==> config.mk <==
export PLATFORM = sky130hd
export DESIGN_NAME = sba_ram
export DESIGN_NICKNAME = d
export VERILOG_FILES = /design/src/hdl/sba_ram.sv
export SDC_FILE = /design/constraint.sdc
export NUM_CORES = 2
export LEC_CHECK = 0
export BUFFER_PORTS_ARGS = -buffer_cell sky130_fd_sc_hd__buf_2
export CORE_ASPECT_RATIO = 0.5
export CORE_MARGIN = 5
export CORE_UTILIZATION = 60
export DETAILED_ROUTE_END_ITERATION = 8
export PLACE_DENSITY = 0.76
export SLEW_MARGIN = 15
export SYNTH_ARGS = -nofsm -noshare
export SYNTH_HDL_FRONTEND = slang
export SYNTH_SLANG_ARGS = --single-unit
==> constraint.sdc <==
create_clock -name clk -period 4.6 [get_ports clk]
set_clock_uncertainty 0.05 [all_clocks]
set_input_delay 0 -clock clk [delete_from_list [all_inputs] [get_ports clk]]
set_output_delay 0 -clock clk [all_outputs]
set_load 0.01 [all_outputs]
==> src/hdl/sba_ram.sv <==
// ----------------------------------------------------------------------------
// sba_ram: generic simple dual-port RAM
// One write port, one read port, registered read data.
// ----------------------------------------------------------------------------
`default_nettype none

module sba_ram #(
  parameter int WIDTH = 8,
  parameter int DEPTH = 256,
  parameter int AW    = (DEPTH > 1) ? $clog2(DEPTH) : 1
) (
  input  wire logic             clk,
  input  wire logic             we,
  input  wire logic [AW-1:0]    waddr,
  input  wire logic [WIDTH-1:0] wdata,
  input  wire logic [AW-1:0]    raddr,
  output logic      [WIDTH-1:0] rdata
);

  logic [WIDTH-1:0] mem_r [DEPTH];

  always_ff @(posedge clk) begin
    if (we) begin
      mem_r[waddr] <= wdata;
    end
    rdata <= mem_r[raddr];
  end

endmodule

`default_nettype wire

==> out/metrics.yaml <==
syn-instance-count: 3733
swShare_pct: 21.3
vias_per_cell: 6.97
synth_seq_cells: 2056
period_share_pct: 65.2
min_period_ns: 3.00
cts.clk_slew.worst_paths_ns: 0.07
clockRootBuffer: "clkbuf_16"
first_iter_violations: 6288
critPathArrivalTime_ns: 3.60
power.leakage_uw: 0.0266
nets: 3853
via_count: 40000
synth_top_cell_area_share_pct: 77.3
ys_dominant_reg_cell: "edfxtp_1"
port_buffers: 33
syn_avg_cell_area_um2: 21.3
whs_path_depth: 5
ir_drop_mv: 0.432
finalSetupViolCount: 0
placed_area_mm2: 0.0817
required_ns: 5.20
yosys-top-cells-area: "edfxtp_1, mux4_2, mux2i_1, nor2_1, a22oi_1"
drv_slew: 0
grt_overflow: 0
ant_nets: 0
ctsHtreeMaxLevel: 4
grt_pass1_vias: 39600
timing.slew.headroom_pct: 19.1
placedCellCount: 5418
instances_no_fill: 5741
cts_tree: "done"
core_mm2: 0.132
start_kind: "input pin"
die_h_um: 267
synth_edf_count: 2048
dr_wl_met2_mm: 89.1
ys_warn_count: 0
synth_area_mm2: 0.0796
ys_types: 55
cts_hold_buf: 14
pwr-share-clk_pct: 38.5
ys_seq_area_share_pct: 77.5
synth_top_area_cell: "edfxtp_1"
routed_wl_mm: 191
syn_to_final_growth_pct: 9.45
fillers: 7922
fmax_mhz: 333
syn_nets: 3759
wire_per_inst_um: 33.3
cap_violations: 0
dr.pass1.iters: 6
grt_max_degree: 191
met3_length_mm: 24.5
multiInputGateArea_mm2: 0.0165
die_x_um: 525
worst_slew_pin_slew_ns: 1.21
worstSkewPairLatency_ns: 0.81
ff_latch_area_mm2: 0.0617
ioPinCount: 34
setup_tns_ns: 0
postCtsSetupBuffers: 0
start_util_pct: 60.4
hp-class: "input pin to flop"
grt_setup_unrepaired: "false"
pwr-share-comb_pct: 5.0
critPathCaptureType: "flop"
highest_layer: "met5"
met1_length_mm: 71.0
post-route-drc-count: 0
gp_congestion: 0.870
finalHoldViolations: 0
seq_power_share_pct: 56.5
r2r_cells: 6
numCtsBuffers: 169
die_area_mm2: 0.140
path_max_fanout: 36
crit_type: "input pin to flop"
grt_usage_pct: 27.5
postLayoutCellArea_mm2: 0.0871
clk_path_buf_depth: 3
layout-drive-gt1-share_pct: 21.3
total_power_uw: 36600
run_status: "completed"
grt_pass1_wl_mm: 278
clock_sinks: 2056
antenna_found_initial: 6
p_int_uw: 28800
p_sw_uw: 7780
cts.repair.resized: 0
rows: 94
power_density_mw_per_mm2: 420
hpwl_mm: 113
ys_async_sr_fraction_pct: 0
==> power by group through the flow <==
stage / sequential [uW] / clock (uW) / combinational, uW
after detailed placement: 21100 / 0 / 1800
after CTS: 20700 / 14100 / 1830
after global routing: 20700 / 15000 / 1930
final: 20700 / 14100 / 1850
after floorplan: 21100 / 0 / 1000
after global placement: 21100 / 0 / 1770
==> kinds of logic (layout without fill, tap and decap cells) <==
| logic type | count (synthesis) | in the layout | share of synthesized area [%] |
|---|---|---|---|
| flip-flops | 2056 | 2056 | 77.5 |
| multiplexers | 591 | 591 | 14.6 |
| AND/OR/NAND/NOR | 466 | 466 | 2.63 |
| AO/OA/AOI/OAI | 385 | 385 | 3.42 |
| buffers and inverters | 235 | 461 | 1.83 |
| other | 0 | 6 | 0 |
==> cell type report <==
class | instances | share of cell area (%)
Multi-Input combinational cell | 1442 | 18.9
Tap cell | 1776 | 2.55
Clock inverter | 86 | 0.803
Sequential cell | 2056 | 70.8
Antenna cell | 6 | 0.0172
Inverter | 2 | 0.00862
Timing Repair Buffer | 156 | 1.66
Clock buffer | 217 | 5.21
==> flip-flops by register name, indices dropped and copies added, names as in the netlist <==
name	flops
mem_r	2048
rdata	8
==> path summary, 6_finish.rpt <==
kind,startpoint,end,slack [ns]
setup / recovery,raddr[0],rdata[3]$_DFF_P_,1.60
hold reg to reg,mem_r[40][3]$_DFFE_PP_,rdata[3]$_DFF_P_,1.06
hold / removal,raddr[6],rdata[3]$_DFF_P_,0.19
setup reg to reg,mem_r[27][5]$_DFFE_PP_,rdata[5]$_DFF_P_,1.76
==> worst max-delay path, cell delays in order <==
cell and delay (ns):
buf_8 0.36, buf_12 0.34, buf_12 0.25, buf_4 0.30, mux4_2 0.61, a22oi_1 0.24, a31oi_1 0.22, nor4_1 1.05
nor4_1 0.12
==> cells in the final DEF, fill, tap and decap left out, drive strengths merged, types with 2 or more instances in the layout <==
cell / count
o22ai: 28
nand3b: 2
o32ai: 5
a22oi: 133
a31oi: 2
a22o: 8
a311oi: 2
buf: 134
clkinvlp: 3
nand2: 33
dlygate4sd3: 14
a221oi: 14
and3b: 2
o211ai: 10
a2111oi: 5
nor4: 27
o21ai: 12
and2: 6
clkinv: 68
nor2b: 31
dfxtp: 8
o22a: 5
nor2: 282
diode: 6
mux2i: 134
a211oi: 16
nand3: 34
o221ai: 47
nor3: 22
clkbuf: 225
edfxtp: 2048
nand4: 10
inv: 7
or2: 4
bufinv: 10
a21oi: 96
mux4: 456
nand2b: 8
==> stage by stage <==
step	util [%]	worst slack [ns]	hold WS, ns
floorplan	-	2.61	0.0489
global placement	62.0	0.592	0.414
CTS	66.1	1.48	0.0782
global route	66.2	1.39	0.162
detailed placement	62.1	0.653	0.413
finish	66.2	1.60	0.192
==> layer usage <==
layer	GRT usage [%]	vias up
li1	-	15900
met1	39.7	20700
met2	42.1	2996
met3	6.89	432
met4	9.56	6
met5	0	-
==> synthesized netlist by cell type (all sizes together) (4+ instances only) <==
cell type / n
a211oi: 16
or2: 4
o22ai: 28
o211ai: 10
a2111oi: 5
o221ai: 47
o22a: 5
nand4: 10
a21oi: 96
nor2: 282
nand2: 33
nor3: 22
a221oi: 14
o32ai: 5
a22o: 8
mux2i: 134
edfxtp: 2048
nor2b: 31
o21ai: 12
nand3: 34
a22oi: 133
nor4: 27
buf: 122
clkbuf: 111
mux4: 456
dfxtp: 8
nand2b: 8
and2: 6
No activity file was read; power rests on OpenSTA's default activity.
