File: config.mk
export PLATFORM = sky130hd
export DESIGN_NAME = sba_rem
export DESIGN_NICKNAME = d
export VERILOG_FILES = /design/src/hdl/sba_rem.sv
export SDC_FILE = /design/constraint.sdc
export NUM_CORES = 1
export LEC_CHECK = 0
export ABC_AREA = 1
export ABC_CLOCK_PERIOD_IN_PS = 2900
export BUFFER_PORTS_ARGS = -buffer_cell sky130_fd_sc_hd__buf_2
export CAP_MARGIN = 20
export CORE_ASPECT_RATIO = 0.9
export CORE_UTILIZATION = 60
export CTS_CLUSTER_DIAMETER = 150
export DETAILED_ROUTE_END_ITERATION = 8
export HOLD_SLACK_MARGIN = 0.03
export PLACE_DENSITY = 0.86
export REMOVE_ABC_BUFFERS = 1
export SLEW_MARGIN = 10
export SYNTH_ARGS = -nofsm -noshare
export SYNTH_HDL_FRONTEND = slang
export SYNTH_SLANG_ARGS = --single-unit
File: constraint.sdc
create_clock -name clk -period 2.9 [get_ports clk]
set_input_delay 0.29 -clock clk [delete_from_list [all_inputs] [get_ports clk]]
set_output_delay 0.29 -clock clk [all_outputs]
set_load 0.05 [all_outputs]
File: src/hdl/sba_rem.sv
// ----------------------------------------------------------------------------
// sba_rem: iterative remainder unit
// Restoring shift-subtract, one dividend bit per cycle.
// ----------------------------------------------------------------------------
`default_nettype none

module sba_rem #(
  parameter int DW = 10,
  parameter int VW = 11
) (
  input  wire logic          clk,
  input  wire logic          rst_n,
  input  wire logic          start,
  input  wire logic [DW-1:0] dividend,
  input  wire logic [VW-1:0] divisor,
  output logic               done,
  output logic      [VW-1:0] rem
);

  localparam int SW = (DW > 1) ? $clog2(DW) : 1;

  logic          busy_r, busy_nxt;
  logic          done_r, done_nxt;
  logic [SW-1:0] step_r, step_nxt;
  logic [DW-1:0] dvd_r, dvd_nxt;
  logic [VW-1:0] div_r, div_nxt;
  logic [VW-1:0] acc_r, acc_nxt;
  logic [VW:0]   sh;

  always_comb begin
    busy_nxt = busy_r;
    done_nxt = 1'b0;
    step_nxt = step_r;
    dvd_nxt  = dvd_r;
    div_nxt  = div_r;
    acc_nxt  = acc_r;
    sh       = {acc_r, dvd_r[DW-1]};
    if (start) begin
      busy_nxt = 1'b1;
      step_nxt = '0;
      dvd_nxt  = dividend;
      div_nxt  = divisor;
      acc_nxt  = '0;
    end else if (busy_r) begin
      // shift in next bit, subtract when it fits
      if (sh >= {1'b0, div_r}) begin
        acc_nxt = VW'(sh - {1'b0, div_r});
      end else begin
        acc_nxt = sh[VW-1:0];
      end
      dvd_nxt  = dvd_r << 1;
      step_nxt = step_r + 1'b1;
      if (step_r == SW'(DW - 1)) begin
        busy_nxt = 1'b0;
        done_nxt = 1'b1;
      end
    end
  end

  always_ff @(posedge clk) begin
    if (!rst_n) begin
      busy_r <= 1'b0;
      done_r <= 1'b0;
    end else begin
      busy_r <= busy_nxt;
      done_r <= done_nxt;
    end
  end

  always_ff @(posedge clk) begin
    step_r <= step_nxt;
    dvd_r  <= dvd_nxt;
    div_r  <= div_nxt;
    acc_r  <= acc_nxt;
  end

  assign done = done_r;
  assign rem  = acc_r;

endmodule

`default_nettype wire

==> flow_summary.toml <==
[status]
status = "complete, no violations"

[synth]
part_of_the_yosys_area_used_for_sequential_elements_pct = 43.14
syn_area_mm2 = 0.002251
number_of_library_cell_types_mapped_by_synthesis = 26
syn_area_per_cell_um2 = 7.528
ys_ff_latch = 38
synth_cells = 299
yosysWarningCount = 0

[pwr]
power.density_mw_per_mm2 = 498.3
p_switching_uw = 322.1
leakagePower_nw = 1.396
cellInternalPower_uw = 948.5
vdd_ir_drop_max_uv = 351.1
combPwrFrac_pct = 14.1
proportion_of_power_drawn_by_the_clock_network_pct = 37.3
power_frac_seq_pct = 48.7
swShare_pct = 25.35

[clock_tree]
cts.sink_count = 38
clock_slew_seen_by_the_registers_of_the_worst_setup_and_hold_paths_ns = 0.08
cts_tree = "built"
ctsLongestPathBuffers = 2
tritoncts_buffer_count = 5
ctsRootBufferMaster = "sky130_fd_sc_hd__clkbuf_8"
cts-hold-fix-buffers = 0
post_cts.resized_instances = 0
cts-htree-levels = 2
cts_post_setup_buffers_inserted = 0
worstSkewPairLatency_ns = 0.29

[die]
fp-row-count = 20
ios = 36
floorplan.initialDensity_pct = 64.71
die_height_um = 60.11
dieWidth_um = 66.56
floorplan.core_area_mm2 = 0.003478
die_area_mm2 = 0.004001

[drt]
wl_per_cell_um = 12.08
drt-pass1-iter-count = 4
initialDrtViolationCount = 162
viasPerCell = 5.227
routed_wl_mm = 4.577
drt.antenna.violating_nets = 0
detail_route.drc_violations = 0
vias = 1981

[sta]
hold_viol = 0
slew_viol_final = 0
setup_violators_final = 0
finClkSkew_ns = 0.006738
final.period_utilization_pct = 73.85
max_freq_mhz = 466.9
layout_min_cycle_time_ns = 2.142
setup_repair_after_global_routing_missed_its_margin = "false"
slew_of_the_pin_with_the_lowest_slew_margin_ns = 0.5905
fin_setup_tns_ns = 0
slew_headroom_pct = 60.59
layout_setup_ws_ns = 0.7583

[place]
dpl_worst_slack_ns = 0.7978
i_o_buffers = 35
gpl.final_weighted_congestion = 0.9525
post-dp-hpwl_mm = 3.407
place.detailed.instances = 371

[grt]
largest_net_degree_at_the_start_of_global_routing = 24
antenna_violations_before_repair = 0
gr-total-overflow = 0
groute.usage.overall_pct = 26.20
first_pass_grt_wire_length_mm = 7.686
first_global_vias = 1785

[final_layout]
final-instance-count-excl-fill = 379
drive_gt1_share_pct = 16.12
antenna_cells_inserted = 0
synthToLayoutAreaGrowth_pct = 13.29
nNetsFinal = 372
num-fill-cells = 271

[critical_path]
data_arrival_critical_path_ns = 2.36
critical_path.n_buffers_inverters = 1
worst_ep_required_time_ns = 3.12
cp_max_stage_delay_ns = 0.48
crit_path_frequent_cell = "sky130_fd_sc_hd__nand2_1"
reg_to_reg_setup_timing_slack_ns = 0.76
start_kind = "flip-flop"
crit_type = "flip-flop to flip-flop"
critical_path_peak_fanout = 12
crit_path_cell_trace = "inv_1 -> ha_1 -> nand2_1 -> nand2_1 -> a21oi_2 -> nand3_2 -> nand2_1 -> nand3_1 -> o21ai_1"
cp_top_family = "simple AND/OR/NAND/NOR gates"
critPathSlowestCell = "sky130_fd_sc_hd__a21oi_2"
critPathCaptureType = "flip-flop"

[hold_path]
min_path_type = "input port to flip-flop"

[job]
max_cap_violations = 0
sequential cells by signal, indices dropped and copies added, names as in the netlist:
signal / cells
done: 1
busy_r: 1
dvd_r: 10
div_r: 11
rem: 11
step_r: 4
layer usage:
metal | routed length (um) | vias up | share of wire (%) | GRT usage, %
met5 | 0 | - | 0 | 0
met4 | 68 | 0 | 1.5 | 9.422
met3 | 358 | 10 | 7.8 | 5.534
met2 | 2082 | 75 | 45 | 43.00
met1 | 2067 | 882 | 45 | 34.14
li1 | - | 1014 | - | -
cell families (layout without fill, tap and decap cells):
| group | Yosys count | in the layout | share of synthesized area (%) |
|---|---|---|---|
| compound gates | 18 | 18 | 4.225 |
| buf+inv | 67 | 103 | 12.12 |
| simple gates | 159 | 159 | 31.24 |
| flops | 38 | 38 | 43.14 |
| fa+ha+maj | 14 | 14 | 8.116 |
| xor+xnor | 3 | 3 | 1.168 |
layout by cell type (no fill, tap or decap), types with 2 or more instances in the layout:
master,instances
sky130_fd_sc_hd__a21oi_1,8
sky130_fd_sc_hd__buf_2,35
sky130_fd_sc_hd__clkbuf_8,6
sky130_fd_sc_hd__dfxtp_1,17
sky130_fd_sc_hd__edfxtp_1,21
sky130_fd_sc_hd__ha_1,13
sky130_fd_sc_hd__inv_1,58
sky130_fd_sc_hd__inv_2,2
sky130_fd_sc_hd__nand2_1,101
sky130_fd_sc_hd__nand2_2,4
sky130_fd_sc_hd__nand3_1,26
sky130_fd_sc_hd__nand3_2,4
sky130_fd_sc_hd__nand4_1,13
sky130_fd_sc_hd__nor2_1,8
sky130_fd_sc_hd__o21ai_0,4
sky130_fd_sc_hd__o21ai_1,4
sky130_fd_sc_hd__xnor2_1,2
per-stage QoR:
step / utilization (%) / power [mW] / hold WS (ns) / instance area, um^2
global route: 73.31 / 1.324 / 0.1623 / 2550
global placement: 69.96 / 0.8008 / 0.4367 / 2434
floorplan: - / 0.7528 / 0.3889 / 2203
CTS: 73.31 / 1.271 / 0.1667 / 2550
finish: 73.31 / 1.271 / 0.1660 / 2550
detailed placement: 69.96 / 0.8062 / 0.4458 / 2434
cells in the mapped netlist:
cell                       number  area share [%]
sky130_fd_sc_hd__buf_2          2            0.44
sky130_fd_sc_hd__xnor2_1        2            0.78
sky130_fd_sc_hd__fa_1           1            0.89
sky130_fd_sc_hd__inv_2          2            0.33
sky130_fd_sc_hd__o21ai_1        4            0.89
sky130_fd_sc_hd__o21ai_0        4            0.89
sky130_fd_sc_hd__nor2_2         1            0.28
sky130_fd_sc_hd__xor2_1         1            0.39
sky130_fd_sc_hd__nand2_1      101              17
sky130_fd_sc_hd__nand4_1       13             3.6
sky130_fd_sc_hd__a21oi_2        1            0.39
sky130_fd_sc_hd__nand3_1       26             5.8
sky130_fd_sc_hd__nor2_1         8             1.3
sky130_fd_sc_hd__inv_1         58             9.7
sky130_fd_sc_hd__dfxtp_1       17              15
sky130_fd_sc_hd__clkbuf_1       2            0.33
sky130_fd_sc_hd__a21oi_1        8             1.8
sky130_fd_sc_hd__buf_6          2             1.0
sky130_fd_sc_hd__nand3_2        4             1.8
sky130_fd_sc_hd__edfxtp_1      21              28
sky130_fd_sc_hd__nand2_2        4             1.1
sky130_fd_sc_hd__buf_4          1            0.33
sky130_fd_sc_hd__or2_0          1            0.28
sky130_fd_sc_hd__nor3_1         1            0.22
sky130_fd_sc_hd__o22ai_1        1            0.28
sky130_fd_sc_hd__ha_1          13             7.2
final timing paths:
kind / start / to / cells past startpoint
setup / recovery: div_r[9] / rem[4] / 9
hold / removal: divisor[10] / div_r[10] / 1
setup reg to reg: div_r[9] / rem[4] / 9
hold reg to reg: step_r[3] / step_r[3] / 1
worst register-to-register path, cell delays in order, from the launching register on:
cell	delay (ns)
sky130_fd_sc_hd__edfxtp_1	0.37
sky130_fd_sc_hd__inv_1	0.08
sky130_fd_sc_hd__ha_1	0.26
sky130_fd_sc_hd__nand2_1	0.09
sky130_fd_sc_hd__nand2_1	0.07
sky130_fd_sc_hd__a21oi_2	0.48
sky130_fd_sc_hd__nand3_2	0.36
sky130_fd_sc_hd__nand2_1	0.16
sky130_fd_sc_hd__nand3_1	0.09
sky130_fd_sc_hd__o21ai_1	0.10
cell type report:
type	count	area [um^2]	share of cell area, %
Inverter	60	225.2	8.832
Clock inverter	1	30.03	1.178
Clock buffer	7	86.33	3.386
Sequential cell	38	970.9	38.08
Multi-Input combinational cell	194	1007	39.50
Tap cell	44	55.05	2.159
Timing Repair Buffer	35	175.2	6.869
power groups by stage:
stage / sequential [mW] / combinational [mW] / clock, mW
final: 0.618 / 0.179 / 0.474
after global routing: 0.622 / 0.203 / 0.499
after global placement: 0.630 / 0.171 / 0
after detailed placement: 0.631 / 0.175 / 0
after CTS: 0.618 / 0.177 / 0.475
after floorplan: 0.638 / 0.115 / 0
No activity file was read; power rests on OpenSTA's default activity.
